<file path="src/hdl/led_strip_hue_pattern_generator_assert.svh">
// Assertion macros used by the RTL of the LED strip pattern generator (lshpg_back).
// All of them sample on clk and are disabled while rst_n is low.
`ifndef LED_STRIP_HUE_PATTERN_GENERATOR_ASSERT_SVH
`define LED_STRIP_HUE_PATTERN_GENERATOR_ASSERT_SVH

// The consequent must hold in the same cycle as the antecedent.
`define LSHPG_ASSERT_NOW(label, ante, cons, msg) \
    label: assert property (@(posedge clk) disable iff (!rst_n) (ante) |-> (cons)) \
        else $error(msg);

// The consequent must hold in the cycle after the antecedent.
`define LSHPG_ASSERT_NEXT(label, ante, cons, msg) \
    label: assert property (@(posedge clk) disable iff (!rst_n) (ante) |=> (cons)) \
        else $error(msg);

`endif

</file>
<file path="src/hdl/lshpg_pkg.sv">
`timescale 1ns / 1ps

package lshpg_pkg;

    localparam int LED_COUNT  = 57;
    localparam int STRIP_LEN  = (LED_COUNT < 1) ? 1 : ((LED_COUNT > 64) ? 64 : LED_COUNT);
    localparam int IDX_W      = 6;
    localparam int HUE_W      = 9;
    localparam int SEC_DEG    = 43;
    localparam int RAMP_TOP   = 42;

    localparam logic [IDX_W-1:0] LAST_IDX = IDX_W'(STRIP_LEN - 1);
    localparam logic [HUE_W-1:0] HUE_STEP = HUE_W'(360 / STRIP_LEN);
    localparam logic [HUE_W-1:0] HUE_FULL = HUE_W'(360);

    typedef enum logic [1:0] {
        MODE_SOLID   = 2'd0,
        MODE_RAINBOW = 2'd1,
        MODE_ROTATE  = 2'd2,
        MODE_UNIFORM = 2'd3
    } mode_t;

    typedef struct packed {
        logic [7:0] r;
        logic [7:0] g;
        logic [7:0] b;
    } rgb_t;

    // One classified command as it waits between the front and the back.
    typedef struct packed {
        mode_t            mode;
        rgb_t             color;
        logic [HUE_W-1:0] hue;
    } cmd_t;

    // One finished pixel.
    typedef struct packed {
        logic [IDX_W-1:0] idx;
        rgb_t             color;
        logic             last;
    } pix_t;

    // Hue split into its 43-degree section and the position inside it.
    typedef struct packed {
        logic [IDX_W-1:0] idx;
        logic             last;
        logic             solid;
        rgb_t             color;
        logic [3:0]       sec;
        logic [5:0]       pos;
    } split_t;

    function automatic logic [3:0] hue_section(input logic [HUE_W-1:0] h);
        logic [3:0] s;
        s = '0;
        for (int k = 1; k <= 8; k++) begin
            if (h >= HUE_W'(SEC_DEG * k)) begin
                s = s + 4'd1;
            end
        end
        return s;
    endfunction

    // Ramp value for k = 42 - x; floor(255 * floor(255 * k / 42) / 256)
    // reduces to 6k + floor(k / 14) - 1 for k above zero.
    function automatic logic [7:0] ramp(input logic [5:0] k);
        logic [8:0] v;
        v = 9'(k) * 9'd6;
        if (k >= 6'd14) begin
            v = v + 9'd1;
        end
        if (k >= 6'd28) begin
            v = v + 9'd1;
        end
        if (k >= 6'(RAMP_TOP)) begin
            v = v + 9'd1;
        end
        if (k != 6'd0) begin
            v = v - 9'd1;
        end
        return v[7:0];
    endfunction

    function automatic rgb_t wheel(input logic [3:0] sec, input logic [5:0] pos);
        rgb_t       c;
        logic [7:0] q;
        logic [7:0] t;
        q = ramp(6'(RAMP_TOP) - pos);
        t = ramp(pos);
        case (sec)
            4'd0:    c = '{r: 8'd255, g: t,       b: 8'd0};
            4'd1:    c = '{r: q,       g: 8'd255, b: 8'd0};
            4'd2:    c = '{r: 8'd0,   g: 8'd255, b: t};
            4'd3:    c = '{r: 8'd0,   g: q,       b: 8'd255};
            4'd4:    c = '{r: t,       g: 8'd0,   b: 8'd255};
            4'd5:    c = '{r: 8'd255, g: 8'd0,   b: q};
            default: c = '{r: 8'd255, g: 8'd0,   b: 8'd0};
        endcase
        return c;
    endfunction

endpackage

</file>
<file path="src/hdl/led_strip_hue_pattern_generator.sv">
`timescale 1ns / 1ps

// LED strip hue pattern generator. Each command pushed in produces one pixel for every LED of
// the strip (57 LEDs), in order from LED 0 up, with last_pixel set on the final one. The
// operation field selects a solid color (red, green and blue taken as given), a fixed rainbow
// where LED i gets hue 6 * i degrees, a rotating rainbow that adds hue_offset to that hue modulo
// 360, or one uniform hue, hue_offset, for all LEDs; offsets from 360 up are reduced modulo 360.
// A hue is mapped to the color wheel in 43-degree sections, and hues from 258 degrees up come
// out pure red. Commands enter a two-entry command queue at the front, so a new command is taken
// while the previous frame is still streaming. The back pulls a command when its pixel sequencer
// is idle or finishes a frame and sends one pixel per clock through a sequencer stage, a hue
// split stage and a two-entry result queue. Consecutive frames run with no gap between them,
// and the first pixel of a command passes through the command queue, the sequencer stage and
// the hue split stage into the result queue before it appears on the result ports. When the
// result queue fills because pop is held low, the whole back stalls and nothing is lost.

module led_strip_hue_pattern_generator (
    input  logic                        clk,
    input  logic                        rst_n,
    input  logic                        push,
    output logic                        full,
    input  logic [1:0]                  operation,
    input  logic [7:0]                  red,
    input  logic [7:0]                  green,
    input  logic [7:0]                  blue,
    input  logic [lshpg_pkg::HUE_W-1:0] hue_offset,
    output logic                        empty,
    input  logic                        pop,
    output logic [lshpg_pkg::IDX_W-1:0] led_index,
    output logic [7:0]                  pixel_red,
    output logic [7:0]                  pixel_green,
    output logic [7:0]                  pixel_blue,
    output logic                        last_pixel
);

    // Command handoff between the front queue and the pixel sequencer.
    logic            cmd_valid;
    lshpg_pkg::cmd_t cmd;
    logic            cmd_pop;

    // Pixel handoff between the color stage and the result queue.
    logic            pix_wr;
    lshpg_pkg::pix_t pix_in;
    logic            pix_full;
    lshpg_pkg::pix_t pix_out;

    lshpg_front u_front (
        .clk        (clk),
        .rst_n      (rst_n),
        .push       (push),
        .full       (full),
        .operation  (operation),
        .red        (red),
        .green      (green),
        .blue       (blue),
        .hue_offset (hue_offset),
        .cmd_valid  (cmd_valid),
        .cmd        (cmd),
        .cmd_pop    (cmd_pop)
    );

    lshpg_back u_back (
        .clk       (clk),
        .rst_n     (rst_n),
        .cmd_valid (cmd_valid),
        .cmd       (cmd),
        .cmd_pop   (cmd_pop),
        .pix_wr    (pix_wr),
        .pix       (pix_in),
        .pix_full  (pix_full)
    );

    lshpg_out_queue u_out_queue (
        .clk     (clk),
        .rst_n   (rst_n),
        .wr      (pix_wr),
        .wr_pix  (pix_in),
        .wr_full (pix_full),
        .empty   (empty),
        .pop     (pop),
        .rd_pix  (pix_out)
    );

    // The oldest waiting pixel is always presented on the result ports.
    assign led_index   = pix_out.idx;
    assign pixel_red   = pix_out.color.r;
    assign pixel_green = pix_out.color.g;
    assign pixel_blue  = pix_out.color.b;
    assign last_pixel  = pix_out.last;

endmodule

</file>
<file path="src/hdl/lshpg_front.sv">
`timescale 1ns / 1ps

module lshpg_front (
    input  logic                          clk,
    input  logic                          rst_n,
    input  logic                          push,
    output logic                          full,
    input  logic [1:0]                    operation,
    input  logic [7:0]                    red,
    input  logic [7:0]                    green,
    input  logic [7:0]                    blue,
    input  logic [lshpg_pkg::HUE_W-1:0]   hue_offset,
    output logic                          cmd_valid,
    output lshpg_pkg::cmd_t               cmd,
    input  logic                          cmd_pop
);

    lshpg_pkg::cmd_t  slot_reg [2];
    logic             wr_ptr_reg;
    logic             wr_ptr_next;
    logic             rd_ptr_reg;
    logic             rd_ptr_next;
    logic [1:0]       count_reg;
    logic [1:0]       count_next;
    logic             wr_en;
    logic             rd_en;
    lshpg_pkg::cmd_t  classified;

    // Decode the mode and fold the offset into 0..359 on the way in.
    always_comb
    begin
        classified.mode  = lshpg_pkg::mode_t'(operation);
        classified.color = '{r: red, g: green, b: blue};
        if (hue_offset >= lshpg_pkg::HUE_FULL) begin
            classified.hue = hue_offset - lshpg_pkg::HUE_FULL;
        end else begin
            classified.hue = hue_offset;
        end
    end

    assign full      = (count_reg == 2'd2);
    assign cmd_valid = (count_reg != 2'd0);
    assign cmd       = slot_reg[rd_ptr_reg];
    assign wr_en     = push && !full;
    assign rd_en     = cmd_pop && cmd_valid;

    always_comb
    begin
        wr_ptr_next = wr_en ? !wr_ptr_reg : wr_ptr_reg;
        rd_ptr_next = rd_en ? !rd_ptr_reg : rd_ptr_reg;
        count_next  = count_reg + 2'(wr_en) - 2'(rd_en);
    end

    always_ff @(posedge clk or negedge rst_n)
    begin
        if (!rst_n) begin
            wr_ptr_reg <= 1'b0;
            rd_ptr_reg <= 1'b0;
            count_reg  <= 2'd0;
        end else begin
            wr_ptr_reg <= wr_ptr_next;
            rd_ptr_reg <= rd_ptr_next;
            count_reg  <= count_next;
        end
    end

    always_ff @(posedge clk)
    begin
        if (wr_en) begin
            slot_reg[wr_ptr_reg] <= classified;
        end
    end

endmodule

</file>
<file path="src/hdl/lshpg_out_queue.sv">
`timescale 1ns / 1ps

module lshpg_out_queue (
    input  logic            clk,
    input  logic            rst_n,
    input  logic            wr,
    input  lshpg_pkg::pix_t wr_pix,
    output logic            wr_full,
    output logic            empty,
    input  logic            pop,
    output lshpg_pkg::pix_t rd_pix
);

    lshpg_pkg::pix_t slot_reg [2];
    logic            wr_ptr_reg;
    logic            wr_ptr_next;
    logic            rd_ptr_reg;
    logic            rd_ptr_next;
    logic [1:0]      count_reg;
    logic [1:0]      count_next;
    logic            wr_en;
    logic            rd_en;

    assign wr_full = (count_reg == 2'd2);
    assign empty   = (count_reg == 2'd0);
    assign rd_pix  = slot_reg[rd_ptr_reg];
    assign wr_en   = wr && !wr_full;
    assign rd_en   = pop && !empty;

    always_comb
    begin
        wr_ptr_next = wr_en ? !wr_ptr_reg : wr_ptr_reg;
        rd_ptr_next = rd_en ? !rd_ptr_reg : rd_ptr_reg;
        count_next  = count_reg + 2'(wr_en) - 2'(rd_en);
    end

    always_ff @(posedge clk or negedge rst_n)
    begin
        if (!rst_n) begin
            wr_ptr_reg <= 1'b0;
            rd_ptr_reg <= 1'b0;
            count_reg  <= 2'd0;
        end else begin
            wr_ptr_reg <= wr_ptr_next;
            rd_ptr_reg <= rd_ptr_next;
            count_reg  <= count_next;
        end
    end

    always_ff @(posedge clk)
    begin
        if (wr_en) begin
            slot_reg[wr_ptr_reg] <= wr_pix;
        end
    end

endmodule

</file>
<file path="src/hdl/lshpg_back.sv">
`timescale 1ns / 1ps

`include "led_strip_hue_pattern_generator_assert.svh"

module lshpg_back (
    input  logic            clk,
    input  logic            rst_n,
    input  logic            cmd_valid,
    input  lshpg_pkg::cmd_t cmd,
    output logic            cmd_pop,
    output logic            pix_wr,
    output lshpg_pkg::pix_t pix,
    input  logic            pix_full
);

    // Pixel sequencer.
    logic                          seq_valid_reg;
    logic                          seq_valid_next;
    logic [lshpg_pkg::IDX_W-1:0]   seq_idx_reg;
    logic [lshpg_pkg::IDX_W-1:0]   seq_idx_next;
    logic [lshpg_pkg::HUE_W-1:0]   seq_hue_reg;
    logic [lshpg_pkg::HUE_W-1:0]   seq_hue_next;
    logic [lshpg_pkg::HUE_W-1:0]   seq_step_reg;
    logic [lshpg_pkg::HUE_W-1:0]   seq_step_next;
    logic                          seq_solid_reg;
    logic                          seq_solid_next;
    lshpg_pkg::rgb_t               seq_color_reg;
    lshpg_pkg::rgb_t               seq_color_next;
    logic                          seq_last;
    logic [lshpg_pkg::HUE_W:0]     hue_sum;
    logic [lshpg_pkg::HUE_W-1:0]   hue_wrapped;
    logic                          adv;

    // Section split stage.
    logic                          st1_valid_reg;
    lshpg_pkg::split_t             st1_reg;
    lshpg_pkg::split_t             st1_next;
    logic [lshpg_pkg::HUE_W-1:0]   sec_base;

    // The whole pipeline holds while the output queue has no room.
    assign adv      = !pix_full;
    assign seq_last = (seq_idx_reg == lshpg_pkg::LAST_IDX);
    assign cmd_pop  = adv && cmd_valid && (!seq_valid_reg || seq_last);

    always_comb
    begin
        hue_sum = {1'b0, seq_hue_reg} + {1'b0, seq_step_reg};
        if (hue_sum >= {1'b0, lshpg_pkg::HUE_FULL}) begin
            hue_wrapped = lshpg_pkg::HUE_W'(hue_sum - {1'b0, lshpg_pkg::HUE_FULL});
        end else begin
            hue_wrapped = hue_sum[lshpg_pkg::HUE_W-1:0];
        end
    end

    always_comb
    begin
        seq_valid_next = seq_valid_reg;
        seq_idx_next   = seq_idx_reg;
        seq_hue_next   = seq_hue_reg;
        seq_step_next  = seq_step_reg;
        seq_solid_next = seq_solid_reg;
        seq_color_next = seq_color_reg;
        if (adv) begin
            if (seq_valid_reg && !seq_last) begin
                seq_idx_next = seq_idx_reg + lshpg_pkg::IDX_W'(1);
                seq_hue_next = hue_wrapped;
            end else if (cmd_valid) begin
                seq_valid_next = 1'b1;
                seq_idx_next   = '0;
                seq_solid_next = (cmd.mode == lshpg_pkg::MODE_SOLID);
                seq_color_next = cmd.color;
                seq_hue_next   = (cmd.mode == lshpg_pkg::MODE_RAINBOW) ? '0 : cmd.hue;
                if (cmd.mode == lshpg_pkg::MODE_RAINBOW || cmd.mode == lshpg_pkg::MODE_ROTATE)
                begin
                    seq_step_next = lshpg_pkg::HUE_STEP;
                end else begin
                    seq_step_next = '0;
                end
            end else begin
                seq_valid_next = 1'b0;
            end
        end
    end

    always_comb
    begin
        st1_next.idx   = seq_idx_reg;
        st1_next.last  = seq_last;
        st1_next.solid = seq_solid_reg;
        st1_next.color = seq_color_reg;
        st1_next.sec   = lshpg_pkg::hue_section(seq_hue_reg);
        sec_base       = lshpg_pkg::HUE_W'(st1_next.sec) * lshpg_pkg::HUE_W'(lshpg_pkg::SEC_DEG);
        st1_next.pos   = 6'(seq_hue_reg - sec_base);
    end

    always_ff @(posedge clk or negedge rst_n)
    begin
        if (!rst_n) begin
            seq_valid_reg <= 1'b0;
            st1_valid_reg <= 1'b0;
        end else begin
            seq_valid_reg <= seq_valid_next;
            if (adv) begin
                st1_valid_reg <= seq_valid_reg;
            end
        end
    end

    always_ff @(posedge clk)
    begin
        seq_idx_reg   <= seq_idx_next;
        seq_hue_reg   <= seq_hue_next;
        seq_step_reg  <= seq_step_next;
        seq_solid_reg <= seq_solid_next;
        seq_color_reg <= seq_color_next;
        if (adv) begin
            st1_reg <= st1_next;
        end
    end

    // Color stage feeds the output queue directly.
    assign pix_wr = adv && st1_valid_reg;

    always_comb
    begin
        pix.idx  = st1_reg.idx;
        pix.last = st1_reg.last;
        if (st1_reg.solid) begin
            pix.color = st1_reg.color;
        end else begin
            pix.color = lshpg_pkg::wheel(st1_reg.sec, st1_reg.pos);
        end
    end

    `LSHPG_ASSERT_NOW(a_hue_range, seq_valid_reg, seq_hue_reg < lshpg_pkg::HUE_FULL,
        "hue out of range")
    `LSHPG_ASSERT_NOW(a_pop_on_end, cmd_pop, !seq_valid_reg || seq_last,
        "command taken mid frame")
    `LSHPG_ASSERT_NEXT(a_idx_step, seq_valid_reg && adv && !seq_last,
        seq_valid_reg && seq_idx_reg == $past(seq_idx_reg) + lshpg_pkg::IDX_W'(1),
        "pixel index skipped")
    `LSHPG_ASSERT_NEXT(a_stall_hold, st1_valid_reg && !adv,
        st1_valid_reg && $stable(st1_reg), "stalled pixel changed")

endmodule

</file>
<file path="config.mk">
export PLATFORM = sky130hd
export DESIGN_NAME = led_strip_hue_pattern_generator
export DESIGN_NICKNAME = d
export VERILOG_FILES = /design/src/hdl/lshpg_pkg.sv /design/src/hdl/led_strip_hue_pattern_generator.sv /design/src/hdl/lshpg_front.sv /design/src/hdl/lshpg_out_queue.sv /design/src/hdl/lshpg_back.sv
export VERILOG_INCLUDE_DIRS = /design/src /design/src/hdl
export SDC_FILE = /design/constraint.sdc
export NUM_CORES = 1
export LEC_CHECK = 0
export BUFFER_PORTS_ARGS = -buffer_cell sky130_fd_sc_hd__buf_2
export CAP_MARGIN = 20
export CORE_MARGIN = 4
export CORE_UTILIZATION = 35
export CTS_CLUSTER_DIAMETER = 200
export DETAILED_ROUTE_END_ITERATION = 8
export PLACE_DENSITY = 0.48
export SYNTH_ARGS = -nofsm -noshare
export SYNTH_HDL_FRONTEND = slang
export SYNTH_SLANG_ARGS = --single-unit
</file>
<file path="constraint.sdc">
create_clock -name clk -period 11.47 [get_ports clk]
set_clock_uncertainty 0.1 [all_clocks]
set_input_delay 2.294 -clock clk [delete_from_list [all_inputs] [get_ports clk]]
set_output_delay 2.294 -clock clk [all_outputs]
set_load 0.01 [all_outputs]
</file>
==> results.md, run 1 <==
- The largest individual stage delay along the critical path comes from the cell edfxtp_1.
- Setup violations remaining at the end of the flow were counted as 0.
- The critical path is of the flip-flop to flip-flop type.
- Once the floorplan was initialized, standard cells occupied 35.6% of the core.
- The first detailed-routing pass ran for 5 iterations.
- The fraction of synthesis flops using an asynchronous set or reset pin is 4.44%.
- The worst pin sits at a relative slew slack of 26.7%.
- The aggregate negative setup slack is 0 ps.
- The floorplan has 67 rows.
- The share of the cycle needed by the critical path after routing is 60.7%.
- Of all nets on the critical path, the largest fanout is 11.
- After the first detailed-routing iteration, the DRC count stood at 287.
- The post-synth net total is 1,047.
- The number of antenna violations at the first check in global routing was 2.
- The clock latency reported for the late side of the worst-skew pair is 510 ps.
- Setup repair after global routing left no endpoint under its margin.
- The fraction of final layout cells with drive strength greater than 1 is 20.1%.
- After detailed routing, the number of vias per cell comes to 4.86.
- Hold repair after CTS inserted 0 buffers.
- The hold violation total from the final report is 0.
- STA classifies the critical path startpoint as a flip-flop.
- The clock root buffer master is clkbuf_16.
- The register with the most flip-flops in the layout has 70 of them.
- The detail route stage leaves a number of antenna-violating nets equal to 0.
- After global routing the overflow that remains totals 0.
- The wire length per cell after detailed routing is 16.4 um.
- The final critical path time including I/O delays and setup is 6960 ps.
- The number of clock buffers inserted by TritonCTS is 26.
- In this design, the stage delay of the slowest critical-path cell is 550 ps.
- The mapped netlist covers 12,000 um^2.
- The count of distinct cell types in the synthesized netlist is 76.
- The number of sinks driven by the clock tree is 225.
- The number of buffers inserted by port buffering is 71.
- The wire length after detailed routing is 24,300 um.
- The layout overhead on the synthesized area is 14.6%.
- Buffers added to address setup during post-CTS repair amount to 0.
- The antenna cell count is 0.
- The number of enable-type register cells in the synthesized netlist is 215.
- The critical path endpoint category is a flip-flop.
- The proportion of synthesized chip area in sequential cells is 56.1%.
- The CTS tree is done.
- The most common library cell in the layout ignoring fill and taps is edfxtp_1.
- The HPWL after detailed placement is 17,600 um.
- The via count of the first global-routing pass is 7,321.
- The number of pins exceeding their max-slew limit in the final report came to 0.
- Leaving out fill and tap cells, the most frequent cells in the layout are edfxtp_1 (215), buf_2 (71), ha_1 (68).
- Entering global routing, the biggest net connects 47 pins.
- In the final design database the tool counted 1,126 nets.
- The worst endpoint required time is 11,630 ps.
- The top-level I/O count is 72.
- In this run the number of H-tree levels came out at 1.
- For this run, design rule violations remaining after detail routing come to 0.
- The area enclosed by the die boundary is 37,200 um^2.
- The horizontal die dimension is 193 um.
- The area share of the largest cell type after synthesis is 54.0%.
- The most instantiated flip-flop cell in the synthesis netlist is edfxtp_1.
- On the critical path the largest part of the delay comes from adder cells.
- The most common cell type on the critical path is ha_1.
- Gates resized during post-CTS repair numbered 0.
- The final weighted congestion in routability-driven placement is 0.820.
- The placeable core region is 33,600 um^2.
- Dividing the synthesized area by the synthesized cell count gives 12.8 um^2.
- The Yosys warning count is 0.
- The clock tree buffer depth is 3.
- Across the run, the number of max-cap violations was 0.
- The class of the tightest hold or removal check is flip-flop to flip-flop.
- Synthesis produced a netlist whose cell count is 933.
- Timing would allow up to 0.144 GHz.
- The final route contains 7,188 vias.
- After clock tree synthesis, the clock-pin slew on the worst setup and hold paths is 60 ps.
- The biggest area consumer among synthesized cells is edfxtp_1.
- In the global route stage, overall resource usage came out at 13.2%.
- Together, buffers and inverters on the worst path number 2.
- By area the synthesized netlist is led by edfxtp_1 (54%), ha_1 (7.1%), mux2_2 (5.6%).
- For the worst setup path, the data arrival time is 7120 ps.
- For the pin with the worst max-slew slack, the measured transition is 1090 ps.
- The vertical die dimension is 193 um.
- The first global-routing pass estimated 39,200 um of wire.
- The synthesized flop and latch total is 225.
- The run finished with clean final reports.
## cells by family (layout without fill, tap and decap cells)
kind of cell | Yosys count | count (layout) | share of synthesized area, %
fa+ha+maj | 75 | 75 | 8.29
compound gates | 158 | 158 | 9.00
flops | 225 | 225 | 56.1
xor+xnor | 100 | 100 | 7.61
simple gates | 204 | 204 | 8.83
mux | 78 | 78 | 7.16
buf+inv | 93 | 192 | 3.04
## synthesized netlist by cell type (11+ instances only)
| master | count |
|---|---|
| mux2_2 | 60 |
| nor2_1 | 44 |
| nand2b_1 | 15 |
| xnor2_1 | 64 |
| a21o_1 | 12 |
| nand3_1 | 17 |
| edfxtp_1 | 215 |
| a211oi_1 | 11 |
| nor3_1 | 14 |
| ha_1 | 68 |
| clkbuf_1 | 13 |
| mux2i_1 | 18 |
| o21ai_0 | 27 |
| xor2_1 | 33 |
| nand2_1 | 52 |
| inv_1 | 67 |
| a21oi_1 | 43 |
## final timing paths
check	endpoint	cells after the start	start	slack [ps]
worst max-delay path	u_back.st1_reg[5]$_DFFE_PN_	28	u_back.seq_hue_reg[2]$_DFFE_PP_	4510
worst min-delay path	u_back.st1_reg[25]$_DFFE_PN_	0	u_back.seq_color_reg[15]$_DFFE_PP_	320
worst max register to register	u_back.st1_reg[5]$_DFFE_PN_	28	u_back.seq_hue_reg[2]$_DFFE_PP_	4510
worst min register to register	u_back.st1_reg[25]$_DFFE_PN_	0	u_back.seq_color_reg[15]$_DFFE_PP_	320
max in group asynchronous	u_front.rd_ptr_reg$_DFFE_PN0P_	1	rst_n	9500
min in group asynchronous	u_out_queue.wr_ptr_reg$_DFFE_PN0P_	1	rst_n	1540
## final cells by class
| type | count | area [um^2] |
|---|---|---|
| Fill cell | 3220 | 19900 |
| Sequential cell | 225 | 6710 |
| Multi-Input combinational cell | 615 | 4910 |
| Clock buffer | 33 | 718 |
| Tap cell | 448 | 561 |
| Timing Repair Buffer | 77 | 400 |
| Inverter | 67 | 251 |
| Clock inverter | 15 | 156 |
## routing by layer
layer / vias up / share of wire, % / global-route usage [%]
li1: 3588 / - / -
met1: 3445 / 46 / 17.7
met2: 106 / 48 / 22.4
met3: 45 / 3.3 / 1.95
met4: 4 / 2.3 / 3.40
met5: - / 0.090 / 0
## metrics by stage
| step | utilization, % | hold slack, ps | area (um^2) | setup slack [ps] | instances |
|---|---|---|---|---|---|
| floorplan | - | 300 | 12000 | 4990 | 933 |
| global placement | 38.2 | 301 | 12800 | 4620 | 1432 |
| detailed placement | 38.2 | 307 | 12800 | 4440 | 1432 |
| CTS | 40.8 | 321 | 13700 | 4430 | 1480 |
| global route | 40.8 | 327 | 13700 | 3950 | 1480 |
| finish | 40.8 | 317 | 13700 | 4510 | 1480 |
Power of run 1 is not shown: default switching activity piles up to over one toggle a cycle in this logic, so the estimate is an artifact.
==> run 2, diff against run 1 <==
--- a/config.mk
+++ b/config.mk
@@ -6,6 +6,7 @@
 export SDC_FILE = /design/constraint.sdc
 export NUM_CORES = 1
 export LEC_CHECK = 0
+export ABC_AREA = 1
 export BUFFER_PORTS_ARGS = -buffer_cell sky130_fd_sc_hd__buf_2
 export CAP_MARGIN = 20
 export CORE_MARGIN = 4
==> constraint.sdc (replaced) <==
create_clock -name clk -period 6.75 [get_ports clk]
set_clock_uncertainty 0.1 [all_clocks]
set_input_delay 1.35 -clock clk [delete_from_list [all_inputs] [get_ports clk]]
set_output_delay 1.35 -clock clk [all_outputs]
set_load 0.01 [all_outputs]
==> run 2 against run 1 <==
Register-to-register slack worse by 4100 ps; core utilization increased by 1.2 points; clock-buffer cell count is 7 lower; routed wire length grew 10%; sequential share of layout area is 3.1 points lower; setup slack worse by 4100 ps; design area increased by 6.8%; global-route usage increased by 0.48 points; synthesized cell count up 40%; synthesized area up 4.3%; first-iteration DRC count rose by 62%; critical path type unchanged.
==> results.md, run 2 <==
- The layout overhead on the synthesized area is 17.3%.
- The library cells used most frequently in the layout, excluding fill and tap cells, are nand2_1 (433), edfxtp_1 (215), inv_1 (119).
- The flow ran to the end, and the final reports show no timing, DRC or antenna violations.
- The wire length per cell after detailed routing is 14.1 um (-14%).
- The worst endpoint required time came to 6900 ps (-4730 ps).
- The clock latency reported for the late side of the worst-skew pair came to 520 ps (about the same).
- The placeable core region is 34,900 um^2 (+3.8%).
- The Yosys warning count is 0 (unchanged).
- The area enclosed by the die boundary is 38,700 um^2 (+4.1%).
- The count of distinct cell types in the synthesized netlist is 48 (-37%).
- The fraction of synthesis flops using an asynchronous set or reset pin is 4.44% (unchanged).
- The hold violation total from the final report is 0 (unchanged).
- The transition time at the pin with the least slew margin came to 1020 ps (-68.3 ps).
- The clock root buffer master is clkbuf_16.
- The number of placement rows is 68 (+1.5%).
- The register-to-register setup slack was 420 ps (-4090 ps).
- The worst hold path stage count is 0 (unchanged).
- The cell type of the slowest stage on the worst timing path is edfxtp_1.
- The source of the worst register-to-register timing path is u_back.seq_hue_reg[4]$_DFFE_PP_.
- Among all cell types in the netlist, the one instantiated most often is nand2_1.
- The final weighted congestion in routability-driven placement was 0.874 (+6.6%).
- The number of antenna violations at the first check in global routing was 0 (-2).
- The detailed-routing iteration count for the pre-antenna-repair pass is 4 (-1).
- The average cell area after synthesis is 9.55 um^2 (-25%).
- The post-synth net total is 1,420 (+36%).
- The wire length of the first global-routing pass is 43,700 um (+11%).
- The starting density of the core is 35.8% (+0.18 points).
- The netlist area before placement was 12,500 um^2 (+4.3%).
- The critical path endpoint category is a flip-flop.
- The depth of the most critical reg-to-reg path was 40 (+43%).
- The hold path startpoint is u_back.seq_color_reg[21]$_DFFE_PP_.
- The final critical path time including I/O delays and setup was 6330 ps (-633 ps).
- The vertical die dimension was 197 um (+2.0%).
- The number of vias per cell after detailed routing was 4.61 (-5.1%).
- The share of the cycle needed by the critical path after routing is 93.8% (+33 points).
- The path with the worst hold slack has its endpoint at u_back.st1_reg[31]$_DFFE_PN_.
- In the synthesized netlist the dominant register cell turns out to be edfxtp_1.
- The total of hold buffers inserted after clock tree synthesis came to 0 (unchanged).
- The number of sinks driven by the clock tree is 225 (unchanged).
- The clock tree buffer depth came to 3 (unchanged).
- The antenna cell count is 0 (unchanged).
- The via count of the first global-routing pass is 8,400 (+15%).
- The area share of the largest cell type after synthesis was 51.8% (-2.2 points).
- The highest clock rate is 0.158 GHz (+10%).
- In the synthesized netlist, the cells that appear most often are nand2_1 (437), edfxtp_1 (215), inv_1 (121).
- The total routing usage reported by global routing is 13.7% (+0.48 points).
- The number of enable-type register cells in the synthesized netlist is 215 (unchanged).
- The count of filler cells inserted in the layout is 3,438 (+6.8%).
- The detailed-route DRC error count came to 0 (unchanged).
- The largest stage delay on the critical path is 440 ps (-110 ps).
- The maximum number of pins on one net before global-route repair is 43 (-8.5%).
- The post-route worst hold slack is 315 ps (-2.67 ps).
- The total of max-cap violations is 0 (unchanged).
- The initial detailed-routing violation count was 464 (+62%).
- The number of routed nets with antenna violations came to 0 (unchanged).
- The instance count of the mapped netlist was 1,306 (+40%).
- The final number of setup-violating endpoints is 0 (unchanged).
- The horizontal die dimension is 197 um (+2.0%).
- The wire length after detailed routing is 26,800 um (+10%).
- The synthesized flop and latch total is 225 (unchanged).
- The HPWL after detailed placement is 19,700 um (+12%).
- The maximum level of the CTS H-tree was 1 (unchanged).
- The worst register-to-register path ends at u_back.st1_reg[5]$_DFFE_PN_.
- The signal arrival time at the worst endpoint is 6480 ps (-640 ps).
- The CTS tree is done.
- The total number of vias is 8,729 (+21%).
- The clock slew seen by the registers of the worst setup and hold paths is 60 ps (about the same).
- The final net count is 1,535 (+36%).
- The number of clock buffers inserted by TritonCTS is 24 (-7.7%).
- The largest fanout on the critical path was 4 (-7).
- The number of pins exceeding their max-slew limit in the final report is 0 (unchanged).
- The total overflow reported by the global router is 0 (unchanged).
- The fraction of final layout cells with drive strength greater than 1 is 17.7% (-2.4 points).
- The flip-flop count of the largest register, all copies and words added is 70 (unchanged).
- The utilization after layout was 41.9% (+1.2 points).
- The library cell used most frequently in the layout, excluding fill and tap cells, is nand2_1.
- The startpoint class of the critical path is a flip-flop.
- The proportion of synthesized chip area in sequential cells is 53.8% (-2.3 points).
- The number of buffers inserted by port buffering came to 71 (unchanged).
- The setup path with the least slack is of type flip-flop to flip-flop.
- The worst max-slew margin expressed relative to the limit was 31.7% (+4.9 points).
- The top-level I/O count came to 72 (unchanged).
- The biggest area consumer among synthesized cells is edfxtp_1.
- In this run the worst hold path is classified as flip-flop to flip-flop.
- In the post-synthesis netlist, the biggest area contributors are edfxtp_1 (52%), nand2_1 (13%), ha_1 (6.8%).
[run 2: worst max-delay path by stage]
| stage | startpoint | end | slack, ps | cells past startpoint |
|---|---|---|---|---|
| floorplan | u_back.seq_hue_reg[2]$_DFFE_PP_ | u_back.st1_reg[5]$_DFFE_PN_ | 120 | 39 |
| detailed placement | u_back.seq_hue_reg[4]$_DFFE_PP_ | u_back.st1_reg[5]$_DFFE_PN_ | -50 | 35 |
| global placement | u_back.seq_hue_reg[4]$_DFFE_PP_ | u_back.st1_reg[5]$_DFFE_PN_ | 30 | 37 |
| finish | u_back.seq_hue_reg[4]$_DFFE_PP_ | u_back.st1_reg[5]$_DFFE_PN_ | 420 | 40 |
| CTS | u_back.seq_hue_reg[2]$_DFFE_PP_ | u_back.st1_reg[5]$_DFFE_PN_ | 3 | 38 |
| global route | u_back.seq_hue_reg[4]$_DFFE_PP_ | u_back.st1_reg[5]$_DFFE_PN_ | -8 | 40 |
[run 2: final cells by class]
cell class | count | area [um^2] | area share [%]
flip-flops and latches | 225 | 6710 | 45.8
multi-input cells | 919 | 5340 | 36.5
repair buffers | 112 | 683 | 4.67
clock buffers | 26 | 618 | 4.22
well taps | 455 | 569 | 3.89
inverters | 139 | 522 | 3.57
clock inverters | 18 | 190 | 1.30
[run 2: kinds of logic (layout without fill, tap and decap cells)]
kind of cell	after synthesis	count (layout)	synth area share (%)
AOI/OAI and AO/OA	110	110	5.55
xor gates and xnor gates	53	53	3.90
adders and majority gates	75	75	7.95
buffers and inverters	162	295	5.04
DFF	225	225	53.8
muxes	6	6	0.482
and+or+nand+nor	675	675	23.3
[run 2: critical path: cells and delay by family (launching register included)]
family	cells	cell delay [ps]
buffers and inverters	6	550
and+or+nand+nor	15	1680
xor gates and xnor gates	2	330
AOI/OAI and AO/OA	10	1190
adders and majority gates	7	1770
DFF	1	440
[run 2: stage by stage]
step	setup TNS [ps]	area [um^2]	setup WS [ps]	std cells
3_5_place_dp	-51.6	13600	-51.6	1841
6_report	0	14600	418	1894
4_1_cts	0	14400	2.52	1888
2_1_floorplan	0	12500	125	1306
5_1_grt	-8.14	14600	-8.14	1894
3_3_place_gp	0	13600	35.0	1841
[run 2: metal layers]
layer,track usage [%],share of wire [%],up-vias
met5,0,0,-
li1,-,-,4585
met3,1.78,3.5,37
met2,21.6,45,124
met1,20.1,49,3983
met4,3.18,2.1,0
[run 2: timing repair]
| action | in CTS | in global routing |
|---|---|---|
| gates resized for setup | 2 | 33 |
| setup buffers | 3 | 5 |
| pin swaps | 2 | 24 |
| endpoints found under the setup margin | 1 | 2 |
| hold endpoints to repair | 0 | 0 |
Power of run 2 is left out for the same reason.
==> run 3, diff against run 2 <==
==> constraint.sdc (replaced) <==
create_clock -name clk -period 6.35 [get_ports clk]
set_clock_uncertainty 0.1 [all_clocks]
set_input_delay 1.27 -clock clk [delete_from_list [all_inputs] [get_ports clk]]
set_output_delay 1.27 -clock clk [all_outputs]
set_load 0.01 [all_outputs]
==> run 3 against run 2 <==
Die area unchanged; clock-buffer cell count up 6; via count is 1.5% higher; hold slack worse by 3.5 ps; critical path depth grew 1; sequential share of layout area shrank 0.44 points; register-to-register slack worse by 350 ps; first-iteration DRC count down 20%; flip-flop and latch count unchanged; largest cell class unchanged.
==> results.md, run 3 (same netlist as run 2, synthesis figures left out) <==
- The flow ran to the end, and the final reports show no timing, DRC or antenna violations.
- The number of buffers and inverters on the critical path came to 8 (+2).
- The number of pins exceeding their max-slew limit in the final report came to 0 (unchanged).
- The most common cell type on the critical path is ha_4.
- The number of antenna violations at the first check in global routing was 0 (unchanged).
- The final number of setup-violating endpoints was 0 (unchanged).
- The count of filler cells inserted in the layout came to 3,396 (-1.2%).
- The wire length after detailed routing came to 27,200 um (+1.5%).
- The clock root buffer master is clkbuf_16.
- The hold violation total from the final report is 0 (unchanged).
- The HPWL after detailed placement is 19,800 um (+0.41%).
- The horizontal die dimension came to 197 um (unchanged).
- The number of buffers inserted by port buffering was 71 (unchanged).
- The final critical path time including I/O delays and setup is 6290 ps (-46.4 ps).
- The fraction of final layout cells with drive strength greater than 1 is 18.9% (+1.2 points).
- The placeable core region is 34,900 um^2 (unchanged).
- Leaving out fill and tap cells, the most frequent cell in the layout is nand2_1.
- The source of the worst register-to-register timing path is u_back.seq_hue_reg[4]$_DFFE_PP_.
- The depth of the most critical reg-to-reg path is 41 (+2.5%).
- The via count of the first global-routing pass is 8,779 (+4.5%).
- The clock slew seen by the registers of the worst setup and hold paths is 60 ps (about the same).
- The wire length per cell after detailed routing was 14.2 um (+0.85%).
- The worst setup path is launched from a flip-flop.
- The area enclosed by the die boundary is 38,700 um^2 (unchanged).
- The antenna cell count is 0 (unchanged).
- The worst endpoint required time is 6510 ps (-390 ps).
- The hold path startpoint is u_back.seq_color_reg[2]$_DFFE_PP_.
- The flip-flop count of the largest register, all copies and words added is 70 (unchanged).
- TritonCTS built the clock tree.
- The maximum number of pins on one net before global-route repair was 43 (unchanged).
- The number of routed nets with antenna violations is 0 (unchanged).
- The number of clock buffers inserted by TritonCTS is 24 (unchanged).
- The final weighted congestion in routability-driven placement is 0.878 (+0.38%).
- The total of max-cap violations came to 0 (unchanged).
- The clock tree buffer depth is 3 (unchanged).
- The total number of vias is 8,864 (+1.5%).
- The initial detailed-routing violation count is 372 (-20%).
- The class of the most critical setup path is flip-flop to flip-flop.
- The class of the tightest hold or removal check is flip-flop to flip-flop.
- The cell type of the slowest stage on the worst timing path is fa_1.
- The share of the cycle needed by the critical path after routing was 99.0% (+5.2 points).
- The highest clock rate is 0.159 GHz (+0.74%).
- Setup repair after global routing could not meet its margin everywhere.
- The vertical die dimension was 197 um (unchanged).
- The layout overhead on the synthesized area is 18.4%.
- The critical path endpoint category is a flip-flop.
- The total routing usage reported by global routing was 13.9% (+0.21 points).
- The utilization after layout is 42.3% (+0.41 points).
- The largest stage delay on the critical path is 500 ps (+60 ps).
- The number of vias per cell after detailed routing is 4.65 (+0.85%).
- The wire length of the first global-routing pass is 44,400 um (+1.5%).
- The transition time at the pin with the least slew margin is 1030 ps (+2.38 ps).
- The detailed-route DRC error count is 0 (unchanged).
- The starting density of the core is 35.8% (unchanged).
- The detailed-routing iteration count for the pre-antenna-repair pass is 5 (+1).
- The critical path depth came to 41 (+2.5%).
- The number of placement rows is 68 (unchanged).
- The worst hold path stage count is 0 (unchanged).
- The clock latency reported for the late side of the worst-skew pair is 520 ps (about the same).
- The largest fanout on the critical path came to 3 (-1).
- The maximum level of the CTS H-tree is 1 (unchanged).
- Broken down by cell family, the worst path's largest delay share belongs to adder cells.
- The number of sinks driven by the clock tree is 225 (unchanged).
- The minimum setup slack after placement is -146 ps (-94.9 ps).
- The top-level I/O count is 72 (unchanged).
- The total overflow reported by the global router was 0 (unchanged).
- The final worst setup slack is 64.7 ps (-354 ps).
- The final net count was 1,550 (+0.98%).
- The signal arrival time at the worst endpoint is 6450 ps (-30 ps).
- The critical path starts at u_back.seq_hue_reg[4]$_DFFE_PP_.
- The worst max-slew margin expressed relative to the limit is 31.1% (-0.52 points).
- In the layout the commonest cells are nand2_1 (431), edfxtp_1 (215), inv_1 (115).
run 3: cell count changes in the layout (fill, tap and decap cells not counted), moves of 3 or more:
cell	change
buf_4	+13
clkbuf_1	+7
ha_1	-7
ha_4	+7
clkinv_2	-6
inv_1	-4
inv_2	+3
run 3: per-stage QoR:
stage	setup TNS (ps)	area [um^2]	hold WS, ps	cells
after floorplan	0	12600	300	1306
after global placement	-100	13700	307	1855
after detailed placement	-146	13800	305	1856
after CTS	0	14500	304	1900
after global routing	-311	14800	309	1907
final	0	14800	311	1907
run 3: routing by layer:
layer	routed length, um	vias up	track usage (%)
met2	12100	141	22.0
met4	539	0	3.36
met3	1070	34	2.03
li1	-	4606	-
met5	0	-	0
met1	13500	4083	20.2
run 3: path summary, 6_finish.rpt:
check,slack [ps],to
worst min register to register,310,u_back.st1_reg[12]$_DFFE_PN_
worst max register to register,60,u_back.st1_reg[5]$_DFFE_PN_
worst max-delay path,60,u_back.st1_reg[5]$_DFFE_PN_
min in group asynchronous,520,u_out_queue.count_reg[0]$_DFF_PN0_
worst min-delay path,310,u_back.st1_reg[12]$_DFFE_PN_
max in group asynchronous,5430,u_back.seq_valid_reg$_DFFE_PN0P_
run 3: timing repair:
item,in CTS,in global routing
hold buffers,0,0
pin swaps,4,43
buffers inserted,2,6
gates resized for setup,5,37
setup endpoints to repair,1,2
run 3: layout make-up:
class,instances,area [um^2],area share (%)
clock buffers,32,631,4.27
repair buffers,127,797,5.40
clock inverters,10,91.3,0.618
multi-input cells,919,5450,36.9
flip-flops and latches,225,6710,45.4
well taps,455,569,3.85
inverters,139,524,3.55
run 3: worst register-to-register path: cells and delay by family (launching register included):
family / cells / cell delay [ps]
buf+inv: 8 / 540
compound gates: 7 / 1100
xor+xnor: 1 / 180
fa+ha+maj: 8 / 2030
simple gates: 17 / 1710
flops: 1 / 400
Power of run 3 is left out for the same reason.
